==> src/rtl/core/complex_arith_unit_core_defines.svh <==
// Assertion macros for the complex arithmetic unit RTL, used by its top level.
// Needs clk_i and rst_ni in the scope of each use.
`ifndef COMPLEX_ARITH_UNIT_CORE_DEFINES_SVH
`define COMPLEX_ARITH_UNIT_CORE_DEFINES_SVH

// Same-cycle implication.
`define CAU_ASSERT_IMP(lbl, ante, cons, msg) \
  lbl: assert property (@(posedge clk_i) disable iff (!rst_ni) (ante) |-> (cons)) \
    else $error(msg);

// Next-cycle implication.
`define CAU_ASSERT_NXT(lbl, ante, cons, msg) \
  lbl: assert property (@(posedge clk_i) disable iff (!rst_ni) (ante) |=> (cons)) \
    else $error(msg);

`endif

==> src/rtl/core/cau_pkg.sv <==
// Shared types for the complex arithmetic unit: command and status codes,
// and the control word that travels down the pipeline. No dependencies.
package cau_pkg;

  localparam int unsigned CMD_BITS    = 3;
  localparam int unsigned STATUS_BITS = 2;

  typedef enum logic [CMD_BITS-1:0] {
    CMD_ADD = 3'd0,
    CMD_SUB = 3'd1,
    CMD_MUL = 3'd2,
    CMD_DIV = 3'd3,
    CMD_MAG = 3'd4
  } cmd_e;

  typedef enum logic [STATUS_BITS-1:0] {
    ST_OK   = 2'd0,
    ST_OVF  = 2'd1,
    ST_DIV0 = 2'd2
  } status_e;

  typedef struct packed {
    logic [CMD_BITS-1:0] cmd;
    logic                neg_re;
    logic                neg_im;
    logic                big_re;
    logic                big_im;
    status_e             status;
  } ctl_t;

endpackage

==> src/rtl/core/cau_back.sv <==
// Output stage of the complex arithmetic unit: signs and saturates the
// divide and magnitude results and selects the final word. Depends on cau_pkg.
module cau_back
  import cau_pkg::*;
#(
  parameter int unsigned WORD_BITS = 32
) (
  input  logic                        clk_i,
  input  logic                        rst_ni,
  input  logic                        valid_i,
  output logic                        ready_o,
  input  ctl_t                        ctl_i,
  input  logic signed [WORD_BITS-1:0] res_re_i,
  input  logic signed [WORD_BITS-1:0] res_im_i,
  input  logic [WORD_BITS-1:0]        q_re_i,
  input  logic [WORD_BITS-1:0]        q_im_i,
  input  logic [WORD_BITS-1:0]        root_i,
  output logic                        valid_o,
  input  logic                        ready_i,
  output logic signed [WORD_BITS-1:0] res_re_o,
  output logic signed [WORD_BITS-1:0] res_im_o,
  output status_e                     status_o
);

  localparam int unsigned W = WORD_BITS;
  localparam logic [W-1:0] LIM_POS = {1'b0, {(W-1){1'b1}}};
  localparam logic [W-1:0] LIM_NEG = {1'b1, {(W-1){1'b0}}};

  function automatic logic [W:0] sat_mag(input logic neg, input logic big,
                                         input logic [W-1:0] m);
    logic [W-1:0] lim;
    logic [W-1:0] mag;
    logic         over;
    lim  = neg ? LIM_NEG : LIM_POS;
    over = big || (m > lim);
    mag  = over ? lim : m;
    return {over, neg ? (~mag + 1'b1) : mag};
  endfunction

  logic       v_q, en;
  logic [W:0] s_re, s_im;
  logic [W-1:0] re_d, im_d;
  status_e    st_d;

  assign en      = !v_q || ready_i;
  assign ready_o = en;
  assign valid_o = v_q;

  always_comb begin
    s_re = '0;
    s_im = '0;
    re_d = res_re_i;
    im_d = res_im_i;
    st_d = ctl_i.status;
    unique case (ctl_i.cmd)
      CMD_DIV: begin
        if (ctl_i.status != ST_DIV0) begin
          s_re = sat_mag(ctl_i.neg_re, ctl_i.big_re, q_re_i);
          s_im = sat_mag(ctl_i.neg_im, ctl_i.big_im, q_im_i);
          re_d = s_re[W-1:0];
          im_d = s_im[W-1:0];
          st_d = (s_re[W] || s_im[W]) ? ST_OVF : ST_OK;
        end
      end
      CMD_MAG: begin
        s_re = sat_mag(1'b0, 1'b0, root_i);
        re_d = s_re[W-1:0];
        im_d = '0;
        st_d = s_re[W] ? ST_OVF : ST_OK;
      end
      default: ;
    endcase
  end

  always_ff @(posedge clk_i or negedge rst_ni) begin
    if (!rst_ni) begin
      v_q <= 1'b0;
    end else if (en) begin
      v_q <= valid_i;
    end
  end

  always_ff @(posedge clk_i) begin
    if (en) begin
      res_re_o <= re_d;
      res_im_o <= im_d;
      status_o <= st_d;
    end
  end

endmodule

==> config.mk <==
export PLATFORM = sky130hd
export DESIGN_NAME = cau_back
export DESIGN_NICKNAME = d
export VERILOG_FILES = /design/src/rtl/core/complex_arith_unit_core_defines.svh /design/src/rtl/core/cau_pkg.sv /design/src/rtl/core/cau_back.sv
export SDC_FILE = /design/constraint.sdc
export NUM_CORES = 1
export LEC_CHECK = 0
export ABC_AREA = 1
export BUFFER_PORTS_ARGS = -buffer_cell sky130_fd_sc_hd__buf_2
export CORE_ASPECT_RATIO = 2
export CORE_MARGIN = 3
export CORE_UTILIZATION = 47
export DETAILED_ROUTE_END_ITERATION = 10
export GPL_TIMING_DRIVEN = 0
export PLACE_DENSITY_LB_ADDON = 0.15
export SETUP_SLACK_MARGIN = 0.5
export SLEW_MARGIN = 20
export SYNTH_ARGS = -nofsm -noshare
export SYNTH_HDL_FRONTEND = slang
export SYNTH_SLANG_ARGS = --single-unit
==> constraint.sdc <==
create_clock -name clk_i -period 2.4 [get_ports clk_i]
set_clock_uncertainty 0.2 [all_clocks]
set_input_delay 0.12 -clock clk_i [delete_from_list [all_inputs] [get_ports clk_i]]
set_output_delay 0.12 -clock clk_i [all_outputs]
set_load 0.005 [all_outputs]
==> results of run 1 <==
-- timing repair --
action	in CTS
hold endpoints to repair	68
cloned	4
setup buffers	65
hold buffers	98
pin swaps	106
setup endpoints to repair	65
resized for setup	248
-- through the flow --
step	setup TNS [ps]	std cells
4_1_cts	-37920	1866
3_5_place_dp	-127710	1683
3_3_place_gp	-125620	1682
2_1_floorplan	-30980	1238
-- routing by layer --
metal	GRT overflow	GRT usage
met1	0	0.536
met2	1	0.884
met3	0	0.256
met4	1	0.670
met5	0	0.0192
-- cells by family after synthesis --
kind of cell | Yosys count | synth area share
xor gates and xnor gates | 1 | 0.00111
DFF | 67 | 0.254
adders and majority gates | 66 | 0.105
buffers and inverters | 157 | 0.0799
AOI/OAI and AO/OA | 179 | 0.129
and+or+nand+nor | 768 | 0.431
==> flow_summary.yaml, run 1 <==
status:
  status: "stopped before the end"
  stop_stage: "5_1_grt"
  error: "[ERROR GRT-0232] Routing congestion too high. Check the congestion heatmap in the GUI."
clock_network:
  cts_root_buffer: "clkbuf_16"
  cts_max_level: 3
  clk_path_buf_depth: 2
  clkSinkCount: 67
  cts_buffers: 9
logic_synthesis:
  synth_nets: 1477
  synth_area_leaders: "edfxtp_1 (25%), nand2_1 (18%), nand3_1 (14%)"
  synth_edf_count: 66
  synthesis.area_sq_mm: 0.00789
  synthFlopType: "edfxtp_1"
  async_reset_ff_frac: 0.0149
  synthTopCellsByCount: "nand2_1 (385), nand3_1 (213), inv_1 (101), nor2_1 (99), o21ai_0 (88)"
  syn_inst: 1238
  ys_warn_count: 0
  synth.distinct_cells: 43
  yosysMostFrequentCell: "nand2_1"
  synth.avg_cell_area_sq_um: 6.37
  ys_seq_area_frac: 0.254
  synth_seq_cells: 67
  synth.largest_area_cell: "edfxtp_1"
  yosys.area.top_type_share: 0.251
sta:
  worst_endpoint_kind: "register input"
  crit_endpoint: "res_re_o[18]$_DFFE_PP_/D"
floorplanning:
  fp.dieW_um: 97.6
  start_util: 0.483
  ios: 241
  num_rows: 66
  fp.dieH_um: 189
placement:
  dpl.hpwl_mm: 28.4
  place_ws_ps: -2450
  port_buffers: 240
  place.gp.congestion: 0.981
  placed_area_sq_mm: 0.00981
global_route:
  gr-total-overflow: 2
  grt_usage: 0.584
  grt_max_degree: 51
==> run 2, diff against run 1 <==
--- a/config.mk
+++ b/config.mk
@@ -7,13 +7,11 @@
 export LEC_CHECK = 0
 export ABC_AREA = 1
 export BUFFER_PORTS_ARGS = -buffer_cell sky130_fd_sc_hd__buf_2
-export CORE_ASPECT_RATIO = 2
 export CORE_MARGIN = 3
-export CORE_UTILIZATION = 47
+export CORE_UTILIZATION = 32
 export DETAILED_ROUTE_END_ITERATION = 10
 export GPL_TIMING_DRIVEN = 0
 export PLACE_DENSITY_LB_ADDON = 0.15
-export SETUP_SLACK_MARGIN = 0.5
 export SLEW_MARGIN = 20
 export SYNTH_ARGS = -nofsm -noshare
 export SYNTH_HDL_FRONTEND = slang
==> constraint.sdc (replaced) <==
create_clock -name clk_i -period 3.1 [get_ports clk_i]
set_clock_uncertainty 0.2 [all_clocks]
set_input_delay 0.155 -clock clk_i [delete_from_list [all_inputs] [get_ports clk_i]]
set_output_delay 0.155 -clock clk_i [all_outputs]
set_load 0.005 [all_outputs]
==> flow_summary.yaml, run 2 <==
status:
  status: "finished with violations"
  violations: "setup timing"
floorplanning:
  ios: 241
  num_rows: 56
  die-area_sq_mm: 0.0266
  fp.dieH_um: 163
  start_util: 0.331
  fp.dieW_um: 163
  core-area_sq_mm: 0.0238
sta:
  period_share: 1.03
  setup_tns_ps: -542
  hold_viol: 0
  maxSlewHeadroom: 0.302
  setup_viol: 15
  slew_violations: 0
  fmax_ghz: 0.314
  worst-slew-pin-transition_ps: 1050
  worst_slack_ps: -84.6
  rsz0062_at_grt: "true"
  finalCriticalPeriod_ps: 3180
placement:
  dp_cells: 1798
  place.gp.congestion: 0.928
  port_buffers: 240
  placed_area_sq_mm: 0.00968
  dpl.hpwl_mm: 26.8
logic_synthesis:
  synth.largest_area_cell: "edfxtp_1"
  synth.avg_cell_area_sq_um: 6.37
  synth_edf_count: 66
  yosys.area.top_type_share: 0.251
  synthFlopType: "edfxtp_1"
  syn_inst: 1238
  ys_seq_area_frac: 0.254
  synth_area_leaders: "edfxtp_1 (25%), nand2_1 (18%), nand3_1 (14%)"
  yosysMostFrequentCell: "nand2_1"
  synth.distinct_cells: 43
  synth_seq_cells: 67
  synthTopCellsByCount: "nand2_1 (385), nand3_1 (213), inv_1 (101), nor2_1 (99), o21ai_0 (88)"
  synth_nets: 1477
  ys_warn_count: 0
  synthesis.area_sq_mm: 0.00789
  async_reset_ff_frac: 0.0149
routing:
  wl_met1_mm: 16.1
  wl_met3_mm: 2.35
  viasPerCell: 5.25
  vias: 10305
  drt_wl_total_mm: 37.1
  wl_per_cell_um: 18.9
  topRoutingLayerUsed: "met5"
  ant_nets: 0
  drtPass1Iterations: 5
  wl_met2_mm: 17.6
  drc: 0
  drt_iter0_drc: 749
clock_network:
  clk_pin_slew_ps: 60
  cts_max_level: 3
  tritoncts: "built"
  clk_latency_ps: 340
  clkSinkCount: 67
  clk_path_buf_depth: 2
  cts_root_buffer: "clkbuf_16"
  cts_buffers: 9
final_layout:
  finalInstanceArea_sq_mm: 0.0134
  final_cells: 1961
  area_growth_pct: 69.4
  multi_input_area_sq_mm: 0.00709
  seq_area_sq_mm: 0.00201
  n_fill_cell: 2239
  nets: 1875
  top_regs: "res_im_o x32, res_re_o x32, status_o x2"
  layout_common_cells: "nand2_1 (326), buf_2 (241), nand3_1 (118)"
  drive_gt1_frac: 0.405
  final_common_cell: "nand2_1"
critical_path:
  crit_path_max_fanout: 5
  worstSetupStartpointType: "input port"
  end_kind: "flip-flop"
  critPathKind: "in2reg"
  critPathRequiredTime_ps: 2960
  crit_arrival_ps: 3050
worst_hold_path:
  hold_path_class: "in2reg"
global_route:
  grt_pass1_wl_mm: 53.3
  grt_max_degree: 46
  gr-total-overflow: 0
  grt_antenna_before_repair: 3
  grt_pass1_vias: 9503
  grt_usage: 0.260
pwr:
  peakVddDrop_mv: 0.227
  power_density_mw_per_mm2: 315
  p_total_w: 0.00421
  p_leak_nw: 6.38
flow_run:
  drv_cap: 0
## run 2: cell counts after synthesis
No cell type changed its count.
## run 2: final timing paths
path,start,end,slack [ps],cells past startpoint
hold reg to reg,valid_o,res_im_o[31],630,1
max in group asynchronous,rst_ni,valid_o,2150,3
setup reg to reg,valid_o,res_im_o[3],1550,2
min in group asynchronous,rst_ni,valid_o,450,3
hold / removal,res_re_i[10],res_re_o[10],10,3
setup / recovery,ctl_i[5],res_re_o[18],-80,25
## run 2: stage by stage
stage / hold slack, ps / setup WS, ps / util
finish: 10.7 / -84.6 / 0.561
global route: 19.1 / -246 / 0.561
CTS: 0.530 / -106 / 0.496
detailed placement: -269 / -1500 / 0.406
global placement: -271 / -1510 / 0.405
floorplan: -341 / -192 / -
## run 2: cells by family (layout without fill, tap and decap cells)
kind of cell,Yosys count,count (layout),synth area share
xor gates and xnor gates,1,1,0.00111
AOI/OAI and AO/OA,179,179,0.129
DFF,67,67,0.254
buffers and inverters,157,560,0.0799
adders and majority gates,66,66,0.105
other,0,1,0
and+or+nand+nor,768,768,0.431
## run 2: what timing repair did
| item | in CTS | in global routing |
|---|---|---|
| hold buffers | 83 | 0 |
| gates resized for setup | 112 | 281 |
| gates cloned | 4 | 2 |
| endpoints found under the setup margin | 62 | 59 |
| setup buffers | 43 | 17 |
| endpoints found under the hold margin | 63 | 0 |
| pin swaps | 54 | 86 |
## run 2: report_power, final
part | total, W | internal (W) | switching (W)
sequential | 0.00115 | 0.00111 | 0.0000333
clock | 0.00110 | 0.000673 | 0.000430
combinational | 0.00196 | 0.000821 | 0.00114
total | 0.00421 | 0.00261 | 0.00160
## run 2: cell type report
type                       count  area share
inverter                     103      0.0316
clock buffer                  12      0.0192
tap                          319      0.0299
clock inverter                 4     0.00421
sequential                    67       0.150
antenna                        1    0.000187
timing repair buffer         388       0.207
multi-input combinational   1014       0.531
buffer                        53      0.0270
## run 2: metal layers
metal	vias up	GRT usage
met2	428	0.429
li1	5012	-
met3	72	0.0363
met1	4791	0.351
met4	2	0.0846
met5	-	0
## run 2: critical path, stage by stage
cell	delay (ps)
buf_16	120
clkinvlp_4	100
clkbuf_16	160
ha_4	230
a21oi_2	130
o21a_1	130
nand2_1	70
a21oi_2	150
nand2_2	100
nand2_4	100
nand2_8	70
nand2_8	90
buf_8	120
clkinv_8	50
a21oi_4	120
ha_4	170
nand2_4	50
nor2_4	110
nand2_4	100
nor2_4	170
nand2_2	80
nand3_2	50
nand2_1	50
o21bai_1	170
nand3_1	150
(Power assumes the default switching activity.)
==> run 3, diff against run 2 <==
--- a/config.mk
+++ b/config.mk
@@ -12,6 +12,7 @@
 export DETAILED_ROUTE_END_ITERATION = 10
 export GPL_TIMING_DRIVEN = 0
 export PLACE_DENSITY_LB_ADDON = 0.15
+export SKIP_LAST_GASP = 1
 export SLEW_MARGIN = 20
 export SYNTH_ARGS = -nofsm -noshare
 export SYNTH_HDL_FRONTEND = slang
==> flow_summary.yaml, run 3 (synthesized netlist as in run 2, its figures left out) <==
routing:
  drc: 0
  vias: 10308
  drt_iter0_drc: 810
  drt_wl_total_mm: 37.0
  wl_per_cell_um: 18.8
  viasPerCell: 5.25
  drtPass1Iterations: 6
  ant_nets: 0
placement:
  place.gp.congestion: 0.928
  dpl.hpwl_mm: 26.8
  placed_area_sq_mm: 0.00968
  place_ws_ps: -1500
  port_buffers: 240
final_layout:
  layout_common_cells: "nand2_1 (326), buf_2 (241), nand3_1 (118)"
  drive_gt1_frac: 0.404
  finalInstanceArea_sq_mm: 0.0134
  top_regs: "res_im_o x32, res_re_o x32, status_o x2"
  area_growth_pct: 69.6
  final_common_cell: "nand2_1"
  nets: 1876
  n_fill_cell: 2242
status:
  violations: "setup timing"
  status: "finished with violations"
sta:
  fmax_ghz: 0.315
  setup_tns_ps: -509
  worst-slew-pin-transition_ps: 1040
  period_share: 1.03
  setup_viol: 16
  finalCriticalPeriod_ps: 3180
  worst_slack_ps: -79.1
  slew_violations: 0
  maxSlewHeadroom: 0.308
  hold_viol: 0
  rsz0062_at_grt: "true"
floorplanning:
  core-area_sq_mm: 0.0238
  start_util: 0.331
  fp.dieH_um: 163
  die-area_sq_mm: 0.0266
  num_rows: 56
  ios: 241
  fp.dieW_um: 163
critical_path:
  end_kind: "flip-flop"
  critPathKind: "in2reg"
  cp_top_family: "simple AND/OR/NAND/NOR gates"
  worstSetupStartpointType: "input port"
  slowest_delay_ps: 230
  crit_arrival_ps: 3040
  crit_path_max_fanout: 5
  ff2ff_setup_slack_ps: 1550
  critPathSlowestCell: "ha_4"
  crit_top_cell: "nand2_4"
  critPathRequiredTime_ps: 2960
  crit_buf_inv: 5
pwr:
  peakVddDrop_mv: 0.227
  power_density_mw_per_mm2: 315
  p_total_w: 0.00421
  p_leak_nw: 6.38
global_route:
  grt_pass1_wl_mm: 53.3
  grt_pass1_vias: 9503
  grt_antenna_before_repair: 3
  gr-total-overflow: 0
  grt_max_degree: 46
  grt_usage: 0.260
clock_network:
  cts_root_buffer: "clkbuf_16"
  tritoncts: "built"
  clk_path_buf_depth: 2
  clk_pin_slew_ps: 60
  cts_max_level: 3
  clkSinkCount: 67
  clk_latency_ps: 340
  cts_buffers: 9
flow_run:
  drv_cap: 0
worst_hold_path:
  hold_path_class: "in2reg"
## run 3: stage by stage
step | hold WS, ps | util | instances
2_1_floorplan | -341 | - | 1238
3_3_place_gp | -271 | 0.405 | 1797
3_5_place_dp | -269 | 0.406 | 1798
4_1_cts | 0.530 | 0.496 | 1943
5_1_grt | 19.1 | 0.562 | 1962
6_report | 21.5 | 0.562 | 1962
## run 3: power by group
group | switching (W) | internal (W)
combinational | 0.00114 | 0.000821
sequential | 0.0000329 | 0.00111
clock | 0.000430 | 0.000673
total | 0.00160 | 0.00261
## run 3: what timing repair did
item	CTS	global route
cloned	4	2
buffers inserted	43	18
hold buffers	83	0
pin swaps	54	87
resized for setup	111	281
setup endpoints to repair	62	59
hold endpoints to repair	63	0
## run 3: layout make-up
type,count,area (sq um),area share
multi-input combinational,1014,7110,0.531
timing repair buffer,389,2770,0.207
sequential,67,2010,0.150
inverter,103,423,0.0316
tap,319,399,0.0298
buffer,53,362,0.0270
clock buffer,12,256,0.0192
clock inverter,4,56.3,0.00421
antenna,1,2.50,0.000187
## run 3: final timing paths
path                              start            to  cells after the start
max in group asynchronous        rst_ni       valid_o                      3
min in group asynchronous        rst_ni       valid_o                      3
max reg2reg                     valid_o   res_im_o[3]                      2
min reg2reg                     valid_o  res_im_o[31]                      1
max                            ctl_i[5]  res_re_o[18]                     25
min                        res_re_i[10]  res_re_o[10]                      3
## run 3: worst reg2reg max path: stages (launching register included)
cell	delay, ps
dfrtp_1	400
nand2_4	290
buf_16	290
## run 3: layer usage
metal,vias to the layer above,global-route usage,wire [um],share of wire
li1,5015,-,-,-
met1,4774,0.351,15900,0.43
met2,449,0.429,17500,0.47
met3,68,0.0363,2510,0.068
met4,2,0.0846,1050,0.028
met5,-,0,13,0.00035
==> run 4, diff against run 3 <==
==> constraint.sdc (replaced) <==
create_clock -name clk_i -period 3.9 [get_ports clk_i]
set_clock_uncertainty 0.2 [all_clocks]
set_input_delay 0.195 -clock clk_i [delete_from_list [all_inputs] [get_ports clk_i]]
set_output_delay 0.195 -clock clk_i [all_outputs]
set_load 0.005 [all_outputs]
==> flow_summary.yaml, run 4 (synthesized netlist as in run 2, its figures left out) <==
floorplanning:
  ios: 241
  core-area_sq_mm: 0.0238
  die-area_sq_mm: 0.0266
  fp.dieH_um: 163
  fp.dieW_um: 163
  start_util: 0.331
  num_rows: 56
routing:
  drt_wl_total_mm: 34.3
  ant_nets: 0
  wl_per_cell_um: 18.0
  drc: 0
  drt_iter0_drc: 962
  vias: 9636
  viasPerCell: 5.07
  drtPass1Iterations: 5
final_layout:
  top_regs: "res_im_o x32, res_re_o x32, status_o x2"
  layout_common_cells: "nand2_1 (380), buf_2 (244), nand3_1 (212)"
  area_growth_pct: 38.4
  nets: 1816
  seq_area_sq_mm: 0.00201
  finalInstanceArea_sq_mm: 0.0109
  n_fill_cell: 2528
  drive_gt1_frac: 0.231
  final_common_cell: "nand2_1"
  fin_util: 0.458
  multi_input_area_sq_mm: 0.00536
sta:
  worst-slew-pin-transition_ps: 885
  rsz0062_at_grt: "true"
  setup_viol: 0
  period_share: 0.963
  slew_violations: 0
  maxSlewHeadroom: 0.410
  fmax_ghz: 0.266
  hold_viol: 0
  finalCriticalPeriod_ps: 3750
global_route:
  grt_pass1_wl_mm: 51.1
  gr-total-overflow: 0
  grt_pass1_vias: 9010
  met1_usage: 0.360
  use_met3: 0.0426
  grt_usage: 0.249
  grt_antenna_before_repair: 3
  grt_most_used_layer: "met2"
  met2_usage: 0.391
  grt_max_degree: 52
clock_network:
  clk_pin_slew_ps: 60
  clk_latency_ps: 340
  cts_max_level: 3
  clk_path_buf_depth: 2
  tritoncts: "built"
  cts_root_buffer: "clkbuf_16"
  cts_buffers: 9
  clkSinkCount: 67
pwr:
  power_density_mw_per_mm2: 273
  p_leak_nw: 5.60
  peakVddDrop_mv: 0.185
  p_total_w: 0.00298
placement:
  dpl.hpwl_mm: 27.0
  placed_area_sq_mm: 0.00953
  port_buffers: 240
  place.gp.congestion: 0.935
critical_path:
  critPathRequiredTime_ps: 3790
  worstSetupStartpointType: "input port"
  crit_arrival_ps: 3650
  crit_path_max_fanout: 17
  critPathKind: "in2reg"
  end_kind: "flip-flop"
status:
  status: "finished, final reports clean"
worst_hold_path:
  hold_path_class: "in2reg"
flow_run:
  drv_cap: 0
[run 4: cell count changes in the layout (fill, tap and decap cells not counted), moves of 15 or more]
cell / previous run / this run
nor2_1: 62 / 94
a21oi_1: 26 / 41
nor2_4: 24 / 4
ha_4: 47 / 0
ha_1: 17 / 64
nand3_4: 22 / 0
buf_4: 51 / 16
nand2_4: 20 / 5
nand3_1: 118 / 212
nand3_2: 81 / 9
nand2_2: 48 / 11
nand2_1: 326 / 380
[run 4: layout make-up]
class	instances	area share
sequential	67	0.184
antenna	1	0.000229
timing repair buffer	329	0.198
inverter	103	0.0368
clock buffer	9	0.0206
tap	319	0.0365
buffer	53	0.0265
multi-input combinational	1014	0.490
clock inverter	7	0.00768
[run 4: per-stage QoR]
| stage | TNS [ps] | instances | setup WS [ps] | hold slack (ps) |
|---|---|---|---|---|
| after floorplan | 0 | 1238 | 17.9 | -301 |
| after global placement | -63650 | 1797 | -1590 | -230 |
| after detailed placement | -64940 | 1798 | -1630 | -225 |
| after CTS | 0 | 1892 | 29.6 | 1.74 |
| after global routing | -124 | 1902 | -47.3 | 38.8 |
| final | 0 | 1902 | 146 | 7.92 |
[run 4: critical path: stages]
cell           delay [ps]
buf_16                130
clkinvlp_4            110
clkbuf_8              180
ha_1                  310
a21oi_1               160
o21a_1                140
nand2_1                60
a21oi_2               150
nand2_2               100
nand2_4               120
nand2_4               110
nand2_4               130
o21ai_1               200
nor2_2                350
nand3_1               160
nand2_1               150
nand2_1                70
nand2_1                50
nand3_1                70
nand2_1                70
nand3_1                60
dlygate4sd3_1         550
[run 4: timing repair]
item / 4_1_cts / 5_1_grt
pin swaps: 4 / 8
hold endpoints to repair: 55 / 0
buffers inserted: 5 / 9
resized for setup: 40 / 16
hold buffers: 72 / 0
endpoints found under the setup margin: 61 / 36
gates cloned: 1 / 1
[run 4: layer usage]
layer  routed length (um)  part of all wire
met2                15000              0.44
met3                 2650             0.077
met1                16000              0.47
met5                   27           0.00079
met4                  586             0.017
[run 4: path summary, 6_finish.rpt]
path | startpoint | endpoint | slack, ps | cells after the start
max in group asynchronous | rst_ni | valid_o | 2910 | 3
min reg2reg | valid_o | valid_o | 530 | 2
max reg2reg | valid_o | res_re_o[14] | 2370 | 2
max | ctl_i[5] | res_re_o[27] | 150 | 22
min in group asynchronous | rst_ni | valid_o | 480 | 3
min | root_i[21] | res_re_o[21] | 8 | 3
[run 4: report_power, final]
part	leakage, nW	switching, W	internal, W	total (W)
Sequential	0.682	0.0000245	0.000885	0.000909
Combinational	4.77	0.000724	0.000466	0.00119
Clock	0.149	0.000369	0.000508	0.000878
